--- src/hdl/instruction_decode_control_unit_defines.svh ---
// Assertion macros shared by the files of the instruction decode control unit.
// Each macro expects a clock named i_clk and an active-low reset named i_rst_n.
`ifndef INSTRUCTION_DECODE_CONTROL_UNIT_DEFINES_SVH
`define INSTRUCTION_DECODE_CONTROL_UNIT_DEFINES_SVH

// The consequent is checked in the same cycle as the antecedent, outside reset.
`define IDCU_ASSERT_SAME(label, ante, cons) \
    label: assert property (@(posedge i_clk) disable iff (!i_rst_n) (ante) |-> (cons)) \
        else $error("decode unit check failed");

// The consequent is checked in the cycle after the antecedent, outside reset.
`define IDCU_ASSERT_NEXT(label, ante, cons) \
    label: assert property (@(posedge i_clk) disable iff (!i_rst_n) (ante) |=> (cons)) \
        else $error("decode unit check failed");

// The consequent is checked in the cycle after the antecedent, during reset too.
`define IDCU_ASSERT_RESET(label, ante, cons) \
    label: assert property (@(posedge i_clk) (ante) |=> (cons)) \
        else $error("decode unit reset check failed");

`endif

--- src/hdl/idcu_pkg.sv ---
`default_nettype none

package idcu_pkg;

    // Field widths of the instruction word and the flags.
    localparam int unsigned WORD_W  = 16;
    localparam int unsigned FLAGS_W = 4;
    localparam int unsigned OP_W    = 3;
    localparam int unsigned SUB_W   = 4;
    localparam int unsigned REG_W   = 3;
    localparam int unsigned ALU_W   = 5;
    localparam int unsigned PORT_W  = 2;

    // Stream widths: both rounded up to whole bytes.
    localparam int unsigned IN_TDATA_W  = 24;
    localparam int unsigned OUT_TDATA_W = 32;

    // Major opcodes.
    localparam logic [OP_W-1:0] OP_ALU      = 3'd0;
    localparam logic [OP_W-1:0] OP_ALU_EXT  = 3'd1;
    localparam logic [OP_W-1:0] OP_LOAD_IMM = 3'd2;
    localparam logic [OP_W-1:0] OP_MEM      = 3'd3;
    localparam logic [OP_W-1:0] OP_JUMP     = 3'd4;
    localparam logic [OP_W-1:0] OP_STACK    = 3'd5;
    localparam logic [OP_W-1:0] OP_IO       = 3'd7;

    // Sub-opcodes.
    localparam logic [SUB_W-1:0] SUB_ALU_LAST   = 4'd9;
    localparam logic [SUB_W-1:0] SUB_FLAG_OP    = 4'd10;
    localparam logic [SUB_W-1:0] SUB_WRITE_OP   = 4'd11;
    localparam logic [SUB_W-1:0] SUB_LOAD_DIR   = 4'd0;
    localparam logic [SUB_W-1:0] SUB_STORE_DIR  = 4'd1;
    localparam logic [SUB_W-1:0] SUB_STORE_IND  = 4'd2;
    localparam logic [SUB_W-1:0] SUB_LOAD_IND   = 4'd3;
    localparam logic [SUB_W-1:0] SUB_JSR        = 4'd11;
    localparam logic [SUB_W-1:0] SUB_RTS        = 4'd12;
    localparam logic [SUB_W-1:0] SUB_POP        = 4'd1;
    localparam logic [SUB_W-1:0] SUB_HALT       = 4'd0;
    localparam logic [SUB_W-1:0] SUB_IN_FIRST   = 4'd1;
    localparam logic [SUB_W-1:0] SUB_IN_LAST    = 4'd3;
    localparam logic [SUB_W-1:0] SUB_OUT_FIRST  = 4'd4;
    localparam logic [SUB_W-1:0] SUB_OUT_LAST   = 4'd6;

    // Branch condition selectors (sub-opcode of a jump).
    localparam logic [SUB_W-1:0] BR_ALWAYS      = 4'd0;
    localparam logic [SUB_W-1:0] BR_F0          = 4'd1;
    localparam logic [SUB_W-1:0] BR_NOT_F0      = 4'd2;
    localparam logic [SUB_W-1:0] BR_F2          = 4'd3;
    localparam logic [SUB_W-1:0] BR_F0_OR_F2    = 4'd4;
    localparam logic [SUB_W-1:0] BR_NOR_F0_F2   = 4'd5;
    localparam logic [SUB_W-1:0] BR_NOT_F2      = 4'd6;
    localparam logic [SUB_W-1:0] BR_X13         = 4'd7;
    localparam logic [SUB_W-1:0] BR_F0_OR_X13   = 4'd8;
    localparam logic [SUB_W-1:0] BR_NOR_F0_X13  = 4'd9;
    localparam logic [SUB_W-1:0] BR_X13_ALT     = 4'd10;
    localparam logic [SUB_W-1:0] BR_ALWAYS_CALL = 4'd11;

    // ALU operation codes.
    localparam logic [ALU_W-1:0] ALU_NONE    = 5'd0;
    localparam logic [ALU_W-1:0] ALU_BASE    = 5'd16;
    localparam logic [ALU_W-1:0] ALU_FLAG_OP = 5'd26;
    localparam logic [ALU_W-1:0] ALU_EXT_OP  = 5'd27;

    // Control groups; the last member of each sits in bit 0.
    typedef struct packed {
        logic mem_wr;
        logic flg_wr;
        logic reg_wr;
    } t_write_en;

    typedef struct packed {
        logic reg_is_addr;
        logic mem_to_reg;
        logic has_addr;
        logic next_word;
    } t_operand;

    typedef struct packed {
        logic ret;
        logic jsr;
        logic stack_change;
        logic stack_pop;
        logic load_pc;
    } t_flow;

    typedef struct packed {
        logic use_out;
        logic use_in;
        logic halt;
    } t_io;

    // One decoded result.
    typedef struct packed {
        logic [ALU_W-1:0]  alu_operation;
        logic [REG_W-1:0]  dest_register;
        logic [REG_W-1:0]  source_a_register;
        logic [REG_W-1:0]  source_b_register;
        logic [PORT_W-1:0] io_port_number;
        t_write_en         write_enables;
        t_operand          operand_controls;
        t_flow             flow_controls;
        t_io               io_halt_controls;
    } t_result;

endpackage

`default_nettype wire

--- src/hdl/idcu_branch_cond.sv ---
`default_nettype none

module idcu_branch_cond (
    input  wire logic [idcu_pkg::SUB_W-1:0]   i_sub,
    input  wire logic [idcu_pkg::FLAGS_W-1:0] i_flags,
    output logic                              o_taken
);

    logic w_x13;

    // The overflow-style test used by several conditions.
    assign w_x13 = i_flags[1] ^ i_flags[3];

    // Select one test of the flags by sub-opcode; unused codes never branch.
    always_comb begin
        unique case (i_sub)
            idcu_pkg::BR_ALWAYS:      o_taken = 1'b1;
            idcu_pkg::BR_F0:          o_taken = i_flags[0];
            idcu_pkg::BR_NOT_F0:      o_taken = ~i_flags[0];
            idcu_pkg::BR_F2:          o_taken = i_flags[2];
            idcu_pkg::BR_F0_OR_F2:    o_taken = i_flags[0] | i_flags[2];
            idcu_pkg::BR_NOR_F0_F2:   o_taken = ~(i_flags[0] | i_flags[2]);
            idcu_pkg::BR_NOT_F2:      o_taken = ~i_flags[2];
            idcu_pkg::BR_X13:         o_taken = w_x13;
            idcu_pkg::BR_F0_OR_X13:   o_taken = i_flags[0] | w_x13;
            idcu_pkg::BR_NOR_F0_X13:  o_taken = ~w_x13 & ~i_flags[0];
            idcu_pkg::BR_X13_ALT:     o_taken = w_x13;
            idcu_pkg::BR_ALWAYS_CALL: o_taken = 1'b1;
            default:                  o_taken = 1'b0;
        endcase
    end

endmodule

`default_nettype wire

--- src/hdl/idcu_decode.sv ---
`default_nettype none

module idcu_decode (
    input  wire logic [idcu_pkg::WORD_W-1:0]  i_word,
    input  wire logic [idcu_pkg::FLAGS_W-1:0] i_flags,
    output idcu_pkg::t_result                 o_result
);

    logic [idcu_pkg::OP_W-1:0]  w_op;
    logic [idcu_pkg::SUB_W-1:0] w_sub;
    logic                       w_taken;
    logic                       w_in_range;
    logic                       w_out_range;
    logic                       w_out_any;

    // Split the instruction word into its fields.
    assign w_op  = i_word[15:13];
    assign w_sub = i_word[12:9];

    idcu_branch_cond u_branch (
        .i_sub   (w_sub),
        .i_flags (i_flags),
        .o_taken (w_taken)
    );

    // Sub-opcode ranges of the I/O group.
    assign w_in_range  = (w_sub >= idcu_pkg::SUB_IN_FIRST) && (w_sub <= idcu_pkg::SUB_IN_LAST);
    assign w_out_range = (w_sub >= idcu_pkg::SUB_OUT_FIRST) && (w_sub <= idcu_pkg::SUB_OUT_LAST);
    assign w_out_any   = (w_sub >= idcu_pkg::SUB_OUT_FIRST);

    // Build every control from the opcode, the sub-opcode and, for jumps, the flags.
    always_comb begin
        o_result = '0;

        o_result.dest_register     = i_word[8:6];
        o_result.source_a_register = i_word[5:3];
        o_result.source_b_register = i_word[2:0];

        // ALU operation.
        if (w_op == idcu_pkg::OP_ALU && w_sub <= idcu_pkg::SUB_ALU_LAST) begin
            o_result.alu_operation = idcu_pkg::ALU_BASE + idcu_pkg::ALU_W'(w_sub);
        end else if (w_op == idcu_pkg::OP_ALU_EXT && w_sub == idcu_pkg::SUB_FLAG_OP) begin
            o_result.alu_operation = idcu_pkg::ALU_FLAG_OP;
        end else if (w_op == idcu_pkg::OP_ALU_EXT && w_sub == idcu_pkg::SUB_WRITE_OP) begin
            o_result.alu_operation = idcu_pkg::ALU_EXT_OP;
        end else begin
            o_result.alu_operation = idcu_pkg::ALU_NONE;
        end

        // Write enables.
        o_result.write_enables.reg_wr =
              (w_op == idcu_pkg::OP_ALU) || (w_op == idcu_pkg::OP_LOAD_IMM)
           || (w_op == idcu_pkg::OP_ALU_EXT && w_sub == idcu_pkg::SUB_WRITE_OP)
           || (w_op == idcu_pkg::OP_MEM && (w_sub == idcu_pkg::SUB_LOAD_DIR
                                          || w_sub == idcu_pkg::SUB_LOAD_IND))
           || (w_op == idcu_pkg::OP_STACK && w_sub == idcu_pkg::SUB_POP)
           || (w_op == idcu_pkg::OP_IO && w_in_range);
        o_result.write_enables.flg_wr =
            (w_op == idcu_pkg::OP_ALU_EXT && w_sub == idcu_pkg::SUB_FLAG_OP);
        o_result.write_enables.mem_wr =
            (w_op == idcu_pkg::OP_MEM && (w_sub == idcu_pkg::SUB_STORE_DIR
                                        || w_sub == idcu_pkg::SUB_STORE_IND));

        // Operand and addressing controls; jumps take their address only when taken.
        o_result.operand_controls.next_word =
              (w_op == idcu_pkg::OP_LOAD_IMM) || (w_op == idcu_pkg::OP_JUMP)
           || (w_op == idcu_pkg::OP_MEM && w_sub < idcu_pkg::SUB_STORE_IND)
           || (w_op == idcu_pkg::OP_STACK && w_sub == idcu_pkg::SUB_POP);
        o_result.operand_controls.has_addr =
              (w_op == idcu_pkg::OP_MEM)
           || (w_op == idcu_pkg::OP_JUMP && w_taken)
           || (w_op == idcu_pkg::OP_STACK && w_sub == idcu_pkg::SUB_POP);
        o_result.operand_controls.mem_to_reg =
            (w_op == idcu_pkg::OP_MEM && (w_sub == idcu_pkg::SUB_LOAD_DIR
                                        || w_sub == idcu_pkg::SUB_LOAD_IND));
        o_result.operand_controls.reg_is_addr =
            (w_op == idcu_pkg::OP_MEM && (w_sub == idcu_pkg::SUB_STORE_IND
                                        || w_sub == idcu_pkg::SUB_LOAD_IND));

        // Program counter and stack controls.
        o_result.flow_controls.load_pc      = (w_op == idcu_pkg::OP_JUMP);
        o_result.flow_controls.stack_pop    =
              (w_op == idcu_pkg::OP_JUMP && w_sub == idcu_pkg::SUB_RTS)
           || (w_op == idcu_pkg::OP_STACK && w_sub == idcu_pkg::SUB_POP);
        o_result.flow_controls.stack_change =
              (w_op == idcu_pkg::OP_JUMP && (w_sub == idcu_pkg::SUB_JSR
                                           || w_sub == idcu_pkg::SUB_RTS))
           || (w_op == idcu_pkg::OP_STACK);
        o_result.flow_controls.jsr = (w_op == idcu_pkg::OP_JUMP && w_sub == idcu_pkg::SUB_JSR);
        o_result.flow_controls.ret = (w_op == idcu_pkg::OP_JUMP && w_sub == idcu_pkg::SUB_RTS);

        // Halt and I/O; output sub-opcodes past the last port still drive use-output.
        o_result.io_halt_controls.halt    = (w_op == idcu_pkg::OP_IO && w_sub == idcu_pkg::SUB_HALT);
        o_result.io_halt_controls.use_in  = (w_op == idcu_pkg::OP_IO && w_in_range);
        o_result.io_halt_controls.use_out = (w_op == idcu_pkg::OP_IO && w_out_any);

        if (w_op == idcu_pkg::OP_IO && w_in_range) begin
            o_result.io_port_number = idcu_pkg::PORT_W'(w_sub - idcu_pkg::SUB_IN_FIRST);
        end else if (w_op == idcu_pkg::OP_IO && w_out_range) begin
            o_result.io_port_number = idcu_pkg::PORT_W'(w_sub - idcu_pkg::SUB_OUT_FIRST);
        end else begin
            o_result.io_port_number = '0;
        end
    end

endmodule

`default_nettype wire

--- src/hdl/instruction_decode_control_unit.sv ---
// Instruction decode control unit: each input item carries a 16-bit instruction word and four
// condition flags, and yields one item of control signals (ALU operation, register numbers,
// write enables, operand and addressing controls, program-counter and stack controls, halt and
// I/O controls with the port number). An item passes through an input register, one level of
// decode logic and a result register, and its result is offered while it sits in the result
// register. One item is accepted in every cycle while the result side keeps taking items.
// The input register acts as the skid stage: an item can be accepted while a finished result
// still waits. The unit keeps no state between items.
`default_nettype none

module instruction_decode_control_unit (
    input  wire logic                                i_clk,
    input  wire logic                                i_rst_n,
    input  wire logic                                i_s_tvalid,
    output logic                                     o_s_tready,
    // Fields from bit 0: instruction_word[15:0], flag_bits[19:16], zero fill.
    input  wire logic [idcu_pkg::IN_TDATA_W-1:0]     i_s_tdata,
    output logic                                     o_m_tvalid,
    input  wire logic                                i_m_tready,
    // Fields from bit 0: alu_operation[4:0], dest_register[7:5], source_a_register[10:8],
    // source_b_register[13:11], io_port_number[15:14], write_enables[18:16],
    // operand_controls[22:19], flow_controls[27:23], io_halt_controls[30:28], zero fill.
    output logic [idcu_pkg::OUT_TDATA_W-1:0]         o_m_tdata
);

    `include "instruction_decode_control_unit_defines.svh"

    logic                             r_in_valid;
    logic                             n_in_valid;
    logic [idcu_pkg::WORD_W-1:0]      r_word;
    logic [idcu_pkg::FLAGS_W-1:0]     r_flags;
    logic                             r_out_valid;
    logic                             n_out_valid;
    idcu_pkg::t_result                r_out_res;
    idcu_pkg::t_result                w_res;
    logic                             w_adv_out;
    logic                             w_take_in;

    // Handshake: the result stage moves when empty or drained; the input stage follows it.
    assign w_adv_out  = ~r_out_valid | i_m_tready;
    assign o_s_tready = ~r_in_valid | w_adv_out;
    assign w_take_in  = i_s_tvalid & o_s_tready;

    assign n_in_valid  = w_take_in | (r_in_valid & ~w_adv_out);
    assign n_out_valid = w_adv_out ? r_in_valid : r_out_valid;

    // Valid flags of both stages.
    always_ff @(posedge i_clk) begin
        if (!i_rst_n) begin
            r_in_valid  <= 1'b0;
            r_out_valid <= 1'b0;
        end else begin
            r_in_valid  <= n_in_valid;
            r_out_valid <= n_out_valid;
        end
    end

    // Input register.
    always_ff @(posedge i_clk) begin
        if (w_take_in) begin
            r_word  <= i_s_tdata[15:0];
            r_flags <= i_s_tdata[19:16];
        end
    end

    idcu_decode u_decode (
        .i_word   (r_word),
        .i_flags  (r_flags),
        .o_result (w_res)
    );

    // Result register.
    always_ff @(posedge i_clk) begin
        if (w_adv_out && r_in_valid) begin
            r_out_res <= w_res;
        end
    end

    // Pack the result item onto the output stream.
    assign o_m_tvalid = r_out_valid;
    assign o_m_tdata  = {1'b0,
                         r_out_res.io_halt_controls,
                         r_out_res.flow_controls,
                         r_out_res.operand_controls,
                         r_out_res.write_enables,
                         r_out_res.io_port_number,
                         r_out_res.source_b_register,
                         r_out_res.source_a_register,
                         r_out_res.dest_register,
                         r_out_res.alu_operation};

    // Both stages are empty after reset.
    `IDCU_ASSERT_RESET(a_reset_empty, !i_rst_n, !r_in_valid && !r_out_valid)
    // An accepted item is held in the input stage in the next cycle.
    `IDCU_ASSERT_NEXT(a_take_holds, i_s_tvalid && o_s_tready, r_in_valid)
    // An item in the input stage moves to an empty result stage at once.
    `IDCU_ASSERT_NEXT(a_moves_on, r_in_valid && !r_out_valid, r_out_valid)
    // A subroutine call always changes the stack.
    `IDCU_ASSERT_SAME(a_jsr_stack, r_out_valid && r_out_res.flow_controls.jsr,
                      r_out_res.flow_controls.stack_change)

endmodule

`default_nettype wire
--- config.mk ---
export PLATFORM = sky130hd
export DESIGN_NAME = instruction_decode_control_unit
export DESIGN_NICKNAME = d
export VERILOG_FILES = /design/src/hdl/idcu_pkg.sv /design/src/hdl/idcu_branch_cond.sv /design/src/hdl/idcu_decode.sv /design/src/hdl/instruction_decode_control_unit.sv
export VERILOG_INCLUDE_DIRS = /design/src /design/src/hdl
export SDC_FILE = /design/constraint.sdc
export NUM_CORES = 1
export LEC_CHECK = 0
export BUFFER_PORTS_ARGS = -buffer_cell sky130_fd_sc_hd__buf_4
export CAP_MARGIN = 20
export CORE_ASPECT_RATIO = 1.75
export CORE_UTILIZATION = 58
export CTS_BUF_LIST = sky130_fd_sc_hd__clkbuf_2
export DETAILED_ROUTE_END_ITERATION = 16
export PLACE_DENSITY = 0.85
export SYNTH_ARGS = -nofsm -noshare
export SYNTH_HDL_FRONTEND = slang
export SYNTH_SLANG_ARGS = --single-unit
--- constraint.sdc ---
create_clock -name i_clk -period 3.57 [get_ports i_clk]
set_input_delay 0.1785 -clock i_clk [delete_from_list [all_inputs] [get_ports i_clk]]
set_output_delay 0.1785 -clock i_clk [all_outputs]
set_load 0.05 [all_outputs]
**Yosys cells after proc, flatten, opt, wreduce, memory -nomap -nowiden**

Cells that the tools add are included.

- $lt $le $gt $ge: 6
- Equality and inequality tests: 18
- Add/subtract/negate cells: 3
- Reductions and logical operators: 39
- Multiplexer cells: 6
- Bitwise logic cells: 16

Operator list:

| operator | number |
|---|---|
| 4-bit == test (second input constant) | 5 |
| 1-bit logical AND | 19 |
| 4-bit by 3-bit == test with 1-bit output (second input constant) | 4 |
| 1-bit logical OR | 16 |
| 5-bit two-way mux | 3 |
| 1-bit one-hot mux with 10 select lines | 1 |
| 3-bit == test (second input constant) | 3 |
| 4-bit by 2-bit == test with 1-bit output (second input constant) | 2 |
| 1-bit inverter | 7 |
| 3-bit by 2-bit == test with 1-bit output (second input constant) | 2 |
| 5-bit by 4-bit adder with 5-bit output (first input constant) | 1 |
| 1-bit OR | 5 |
| 4-bit by 1-bit == test with 1-bit output (second input constant) | 1 |
| 4-bit by 1-bit >= comparator with 1-bit output (second input constant) | 1 |
| 4-bit by 3-bit >= comparator with 1-bit output (second input constant) | 1 |
| 4-bit by 2-bit <= comparator with 1-bit output (second input constant) | 1 |
| 4-bit by 3-bit <= comparator with 1-bit output (second input constant) | 1 |
| 4-bit <= comparator (second input constant) | 1 |
| 4-bit zero test | 1 |
| 4-bit by 2-bit < comparator with 1-bit output (second input constant) | 1 |
| 2-bit two-way mux | 2 |
| 2-bit OR reduction | 2 |
| 2-bit by 1-bit subtractor with 2-bit output (second input constant) | 2 |
| 1-bit bitwise AND | 3 |
| 3 further kinds | 3 |

- Word-level logic and storage cells: 112
- Output and inout bits: 34
- Bits in registers: 53
- Input bits: 28

**Longest topological paths before layout**

Gate-level depths: netlist of the first run.

- Word-level depth: 7
- Gate-level depth with buffers: 7
- Depth with buffers taken out: 6

**By module**

Synthesis of the first run repeated with hierarchy kept, for this count alone.

- Cell total of the unflattened synthesis: 160
- Area total of the unflattened synthesis: 2309.7 um2

Modules (own cells, without submodules):

| module | cells each | instances | seq. area each (um2) | area each (um2) |
|---|---|---|---|---|
| instruction_decode_control_unit | 62 | 1 | 1571.5 | 1646.6 |
| idcu_decode | 77 | 1 | 0.0 | 529.3 |
| idcu_branch_cond | 21 | 1 | 0.0 | 133.9 |

**Least setup slack after synthesis of the first run**

No wires, ideal clock.

- Path kind: register to register
- Start: register r_out_valid (netlist: o_m_tvalid)
- End: register r_out_res (netlist bit o_m_tdata[0]), enable pin
- Stages on the path, launching flop included: 3
- Data arrival time: 2.114 ns
- Buffers on the path: 0
- Data required time: 3.147 ns
- Setup slack: 1.034 ns
- Library setup time: 0.423 ns
- Path through: dfxtp_1 > nor2b_1 > nor2b_1

- Cells in the longest elaborated chain, start to end: 3

RTL lines:

| what | RTL line | text |
|---|---|---|
| start, declared | instruction_decode_control_unit.sv:32 | `logic r_out_valid;` |
| start signal, assigned | instruction_decode_control_unit.sv:54 | `r_out_valid <= n_out_valid;` |
| 1-bit inverter | instruction_decode_control_unit.sv:40 | `assign w_adv_out = ~r_out_valid \| i_m_tready;` |
| 1-bit OR | instruction_decode_control_unit.sv:40 |  |
| 1-bit logical AND | instruction_decode_control_unit.sv:74 | `if (w_adv_out && r_in_valid) begin` |
| end signal, assigned | instruction_decode_control_unit.sv:75 | `r_out_res <= w_res;` |
| end, declared | instruction_decode_control_unit.sv:34 | `idcu_pkg::t_result r_out_res;` |

Every way passes these cells.
A chain may end at the register's enable or synchronous reset.

==> impl_results.md, run 1 <==
- Status: finished, final reports clean
- Post-Syn Area: 2233 um^2
- Worst Path Max Fanout: 10
- Commonest non-fill, non-tap cells in the layout: 57 x buf_4, 51 x edfxtp_1, 22 x dlygate4sd3_1
- Final period util: 0.6631
- Initial antenna violation count: 0
- Clk root buf: clkbuf_2
- Endpoints failing hold: 0
- Grt ovf: 0
- # Max-Cap Violations: 0
- Fmax: 0.4224 GHz
- Clock buffer depth: 2
- Total GRT Usage: 0.2600
- Via count: 1627
- Yosys Warn Count: 0
- Port buffer count: 56
- Clk slew on worst S/H paths: 260 ps
- Dpl cells: 253
- Largest net degree at the start of global routing: 32
- TNS Setup: 0 ps
- Post-layout util: 0.8071
- Pwr Density: 418.5 nW/um^2
- Clock latency on the worst-skew pair: 440 ps
- Fin nets: 269
- Final cell count without fillers: 283
- Core Region: 3665 um^2
- #FFs+latches synth: 53
- Max IR drop VDD: 0.0004542 V
- First-pass GRT wire length: 7776 um
- Critical Path End Type: flip-flop
- Post-Route Skew: 23.26 ps
- Number of global-route vias before repair: 1679
- R2R setup slack: 1200 ps
- Fill count: 208
- Distinct cell type count of the synthesized netlist: 40
- Critical path class: reg2reg
- Synthesized instance count: 157
- Num CTS Buffers: 5
- CTS tree: built
- First-pass DRT Iterations: 5
- Routability cong.: 0.9472
- Slew Limit Fails: 0
- Final min period: 2367 ps
- Die area: 4113 um^2
- Routed WL: 4729 um
- CTS H-tree depth: 2
- Synth top area cells: edfxtp_1 69%, ha_1 2.8%, nor2_1 2.5%
- WP data arrival: 2550 ps
- Final Power: 1.238 mW
- Hpwl dp: 2956 um
- Commonest non-fill, non-tap cell in the layout: buf_4
- Setup crit start kind: flip-flop
- Syn_area_per_cell: 14.23 um^2
- Wire per inst: 16.71 um
- Residual DRC: 0
- Via density: 5.749
- Synth Net Count: 190
- Yosys top cell area share: 0.6857
- DRT iter0 DRCs: 92
- Die height: 84.09 um
- Worst Tran Pin Value: 848.4 ps
- Postcts setup bufs: 0
- Starting Density: 0.6094
- Antenna diodes: 0
- Cell taking the most area after synthesis: edfxtp_1
- Register area share after synthesis: 0.7036
- Layout cells sized above 1: 0.3122
- Number of synthesized flops with an enable pin: 51
- Syn-to-layout area delta: 32.44%
- Io pins: 62
- Worst Hold Class: in2reg
- Post-synthesis async set-or-reset flop share: 0
- Slew HR: 0.4344
- Sink Count: 53
- Post-CTS sizing: 0
- Hold slack final: 115.2 ps
- Leak: 1.156 nW
- # setup viols final: 0
- RSZ-0062 raised after global routing: no
- # hold bufs at CTS: 22
- Required @ worst endpoint: 3750 ps
- Rows: 29
- Most used DFF post-synth: edfxtp_1
- Chip width: 48.91 um
- Post-route ant nets: 0
## stage by stage
step,worst slack (ps),cell area [um^2]
floorplan,1034,2233
global placement,1456,2666
detailed placement,1411,2666
CTS,1340,2958
global route,1178,2958
finish,1203,2958
## routing by layer
layer  track usage  wire length [um]  up-vias  share of wire
met1        0.2341              1400      759           0.30
met4        0.1417               167        0          0.035
li1              -                 -      739              -
met3       0.05829               307       23          0.065
met5             0                 0        -              0
met2        0.5051              2854      106           0.60
## cells in the mapped netlist, types with 2 or more instances
library cell and number:
edfxtp_1 51, nor2_1 15, nand2_1 9, inv_1 6, nand3_1 6, nor2b_1 6, a21oi_1 5, ha_1 5
o21ai_0 5, and3_1 3, buf_6 3, nand2b_1 3, nand2b_4 3, nor4_1 3, o21ai_1 3, and2_1 2
buf_2 2, dfxtp_1 2, o21ai_2 2, o221ai_1 2, o22ai_1 2
## sequential cells by signal, indices dropped and copies added, names as in the netlist
name / cells
o_m_tdata: 31
r_word: 16
r_flags: 4
o_m_tvalid: 1
r_in_valid: 1
## area by class of cell
cell class	count	area, um^2	share of cell area
Inverter	6	22.52	0.007614
Timing Repair Buffer	79	648.1	0.2191
Clock buffer	5	25.02	0.008460
Tap cell	46	57.56	0.01946
Clock inverter	3	46.29	0.01565
Multi-Input combinational cell	91	586.8	0.1984
Sequential cell	53	1572	0.5313
## cell families (layout without fill, tap and decap cells)
kind of cell    Yosys count  in the layout  synth area share
xor+xnor                  1              1          0.003922
fa+ha+maj                 5              5           0.02801
flops                    53             53            0.7036
buf+inv                  13             93           0.03473
simple gates             58             58            0.1524
compound gates           26             26           0.07563
other cells               1              1          0.001679
## where the power goes
part | total [mW] | switching, mW | internal, mW
clock network | 0.299 | 0.180 | 0.119
registers | 0.740 | 0.0223 | 0.718
logic | 0.198 | 0.124 | 0.0747
total | 1.24 | 0.326 | 0.912
## critical path, stage by stage (launching register included)
cell and delay [ps]:
edfxtp_1 550, inv_1 200, ha_1 370, nor4_1 310, nor2_1 70, a222oi_1 420
o221ai_1 200
## final timing paths
kind	start	endpoint	cells past startpoint
worst max-delay path	r_word[10]	o_m_tdata[20]	6
worst min-delay path	i_m_tready	o_m_tvalid	3
worst max register to register	r_word[10]	o_m_tdata[20]	6
worst min register to register	r_word[6]	o_m_tdata[5]	0
Power figures use the tool's default switching activity.
==> run 2, diff against run 1 <==
--- a/config.mk
+++ b/config.mk
@@ -9,10 +9,10 @@
 export BUFFER_PORTS_ARGS = -buffer_cell sky130_fd_sc_hd__buf_4
 export CAP_MARGIN = 20
 export CORE_ASPECT_RATIO = 1.75
-export CORE_UTILIZATION = 58
+export CORE_UTILIZATION = 54
 export CTS_BUF_LIST = sky130_fd_sc_hd__clkbuf_2
 export DETAILED_ROUTE_END_ITERATION = 16
-export PLACE_DENSITY = 0.85
+export PLACE_DENSITY = 0.8
 export SYNTH_ARGS = -nofsm -noshare
 export SYNTH_HDL_FRONTEND = slang
 export SYNTH_SLANG_ARGS = --single-unit
==> constraint.sdc (replaced) <==
create_clock -name i_clk -period 2.3 [get_ports i_clk]
set_input_delay 0.115 -clock i_clk [delete_from_list [all_inputs] [get_ports i_clk]]
set_output_delay 0.115 -clock i_clk [all_outputs]
set_load 0.05 [all_outputs]
==> run 2 against run 1 <==
Net effect:
- hold slack worse by 65 ps
- via count fell by 1.5%
- maximum frequency increased by 15%
- sequential cell count is the same
- count of clock-buffer cells in the layout stayed put
- clock skew grew 1.0 ps
- cell count grew 3.2%
- critical endpoint unchanged
- largest cell class unchanged
- largest power group unchanged
==> impl_results.md, run 2 (synthesis gave the netlist of run 1 again) <==
- Slew HR: 0.6255
- Rows: 30
- Post-CTS sizing: 0
- CTS tree: built
- Routed WL: 4593 um
- Slew Limit Fails: 0
- Max IR drop VDD: 0.0005299 V
- RSZ-0062 raised after global routing: no
- Chip width: 50.62 um
- Setup crit start kind: flip-flop
- Fin nets: 276
- Status: finished, final reports clean
- Initial antenna violation count: 0
- Die height: 87.08 um
- Final period util: 0.8950
- Slowest stage delay, CP: 500 ps
- WP data arrival: 2260 ps
- Largest net degree at the start of global routing: 32
- Critical path class: reg2reg
- Fill count: 254
- DRT iter0 DRCs: 61
- Hpwl dp: 2812 um
- # Max-Cap Violations: 0
- R2R setup slack: 240 ps
- Syn-to-layout area delta: 34.12%
- Die area: 4407 um^2
- Core Region: 3904 um^2
- Number of global-route vias before repair: 1523
- Total GRT Usage: 0.2274
- Clock latency on the worst-skew pair: 450 ps
- Io pins: 62
- Worst Hold Class: in2reg
- Critical Path End Type: flip-flop
- Post-Route Skew: 24.30 ps
- Hold slack final: 50.19 ps
- Via density: 5.490
- TNS Setup: 0 ps
- Commonest non-fill, non-tap cells in the layout: 63 x buf_4, 51 x edfxtp_1, 23 x dlygate4sd3_1
- Grt ovf: 0
- Fmax: 0.4858 GHz
- First-pass DRT Iterations: 4
- Port buffer count: 56
- Wire per inst: 15.73 um
- Slowest CP cell: edfxtp_1
- Crit-path leading delay family: compound AO/OA/AOI/OAI gates
- Endpoints failing hold: 0
- Post-layout util: 0.7673
- Layout cells sized above 1: 0.3279
- Final min period: 2058 ps
- Worst Path Buf+Inv: 1
- Clock buffer depth: 2
- Cell breakdown of the critical path: inv_1 -> ha_1 -> nor4_1 -> nor2_1 -> a222oi_1 -> o221ai_1
- CTS H-tree depth: 2
- Required @ worst endpoint: 2500 ps
- Sink Count: 53
- Via count: 1603
- Antenna diodes: 0
- Routability cong.: 0.9115
- Worst Path Max Fanout: 8
- Starting Density: 0.5721
- Num CTS Buffers: 5
- Post-route ant nets: 0
- Pwr Density: 623.4 nW/um^2
- Max FFs per register: 31
- Worst Tran Pin Value: 561.7 ps
- Leak: 1.186 nW
- First-pass GRT wire length: 7258 um
- Commonest non-fill, non-tap cell in the layout: buf_4
- Residual DRC: 0
- Clk root buf: clkbuf_2
- Clk slew on worst S/H paths: 290 ps
- # setup viols final: 0
==> run 2: final timing paths <==
check,from,endpoint,cells after the start
hold / removal,i_m_tready,r_in_valid,4
setup reg to reg,r_word[9],o_m_tdata[20],6
setup / recovery,r_word[9],o_m_tdata[20],6
hold reg to reg,r_word[2],o_m_tdata[13],0
==> run 2: where the power goes <==
group	total, mW	switching (mW)	internal, mW	leakage (nW)
logic	0.317	0.193	0.124	0.657
clock network	0.403	0.314	0.0889	0.0344
registers	1.15	0.0330	1.11	0.495
==> run 2: stage by stage <==
step | cell area, um^2 | worst slack [ps] | total power [mW] | instances
2_1_floorplan | 2236 | 186.4 | 1.350 | 157
3_3_place_gp | 2684 | 297.3 | 1.436 | 257
3_5_place_dp | 2684 | 243.1 | 1.444 | 257
4_1_cts | 2965 | 170.4 | 1.864 | 288
5_1_grt | 2995 | 57.94 | 1.936 | 292
6_report | 2995 | 241.5 | 1.867 | 292
==> run 2: repair_timing <==
action,CTS,global route
hold buffers,23,0
endpoints found under the hold margin,22,0
endpoints found under the setup margin,0,1
setup buffers,0,4
==> run 2: final cells by class <==
class	instances	area, um^2	area share
Tap cell	48	60.06	0.02005
Clock inverter	3	26.28	0.008772
Clock buffer	5	25.02	0.008354
Inverter	6	22.52	0.007519
Sequential cell	53	1572	0.5246
Multi-Input combinational cell	91	586.8	0.1959
Timing Repair Buffer	86	703.2	0.2348
==> run 2: metal layers <==
| metal | global-route usage | routed length (um) |
|---|---|---|
| met1 | 0.2377 | 1574 |
| met2 | 0.4388 | 2679 |
| met3 | 0.03316 | 261 |
| met4 | 0.09091 | 77 |
| met5 | 0 | 0 |
==> run 2: worst reg2reg max path: stages, from the launching register on <==
cell	delay, ps
edfxtp_1	500
inv_1	130
ha_1	320
nor4_1	290
nor2_1	60
a222oi_1	320
o221ai_1	200
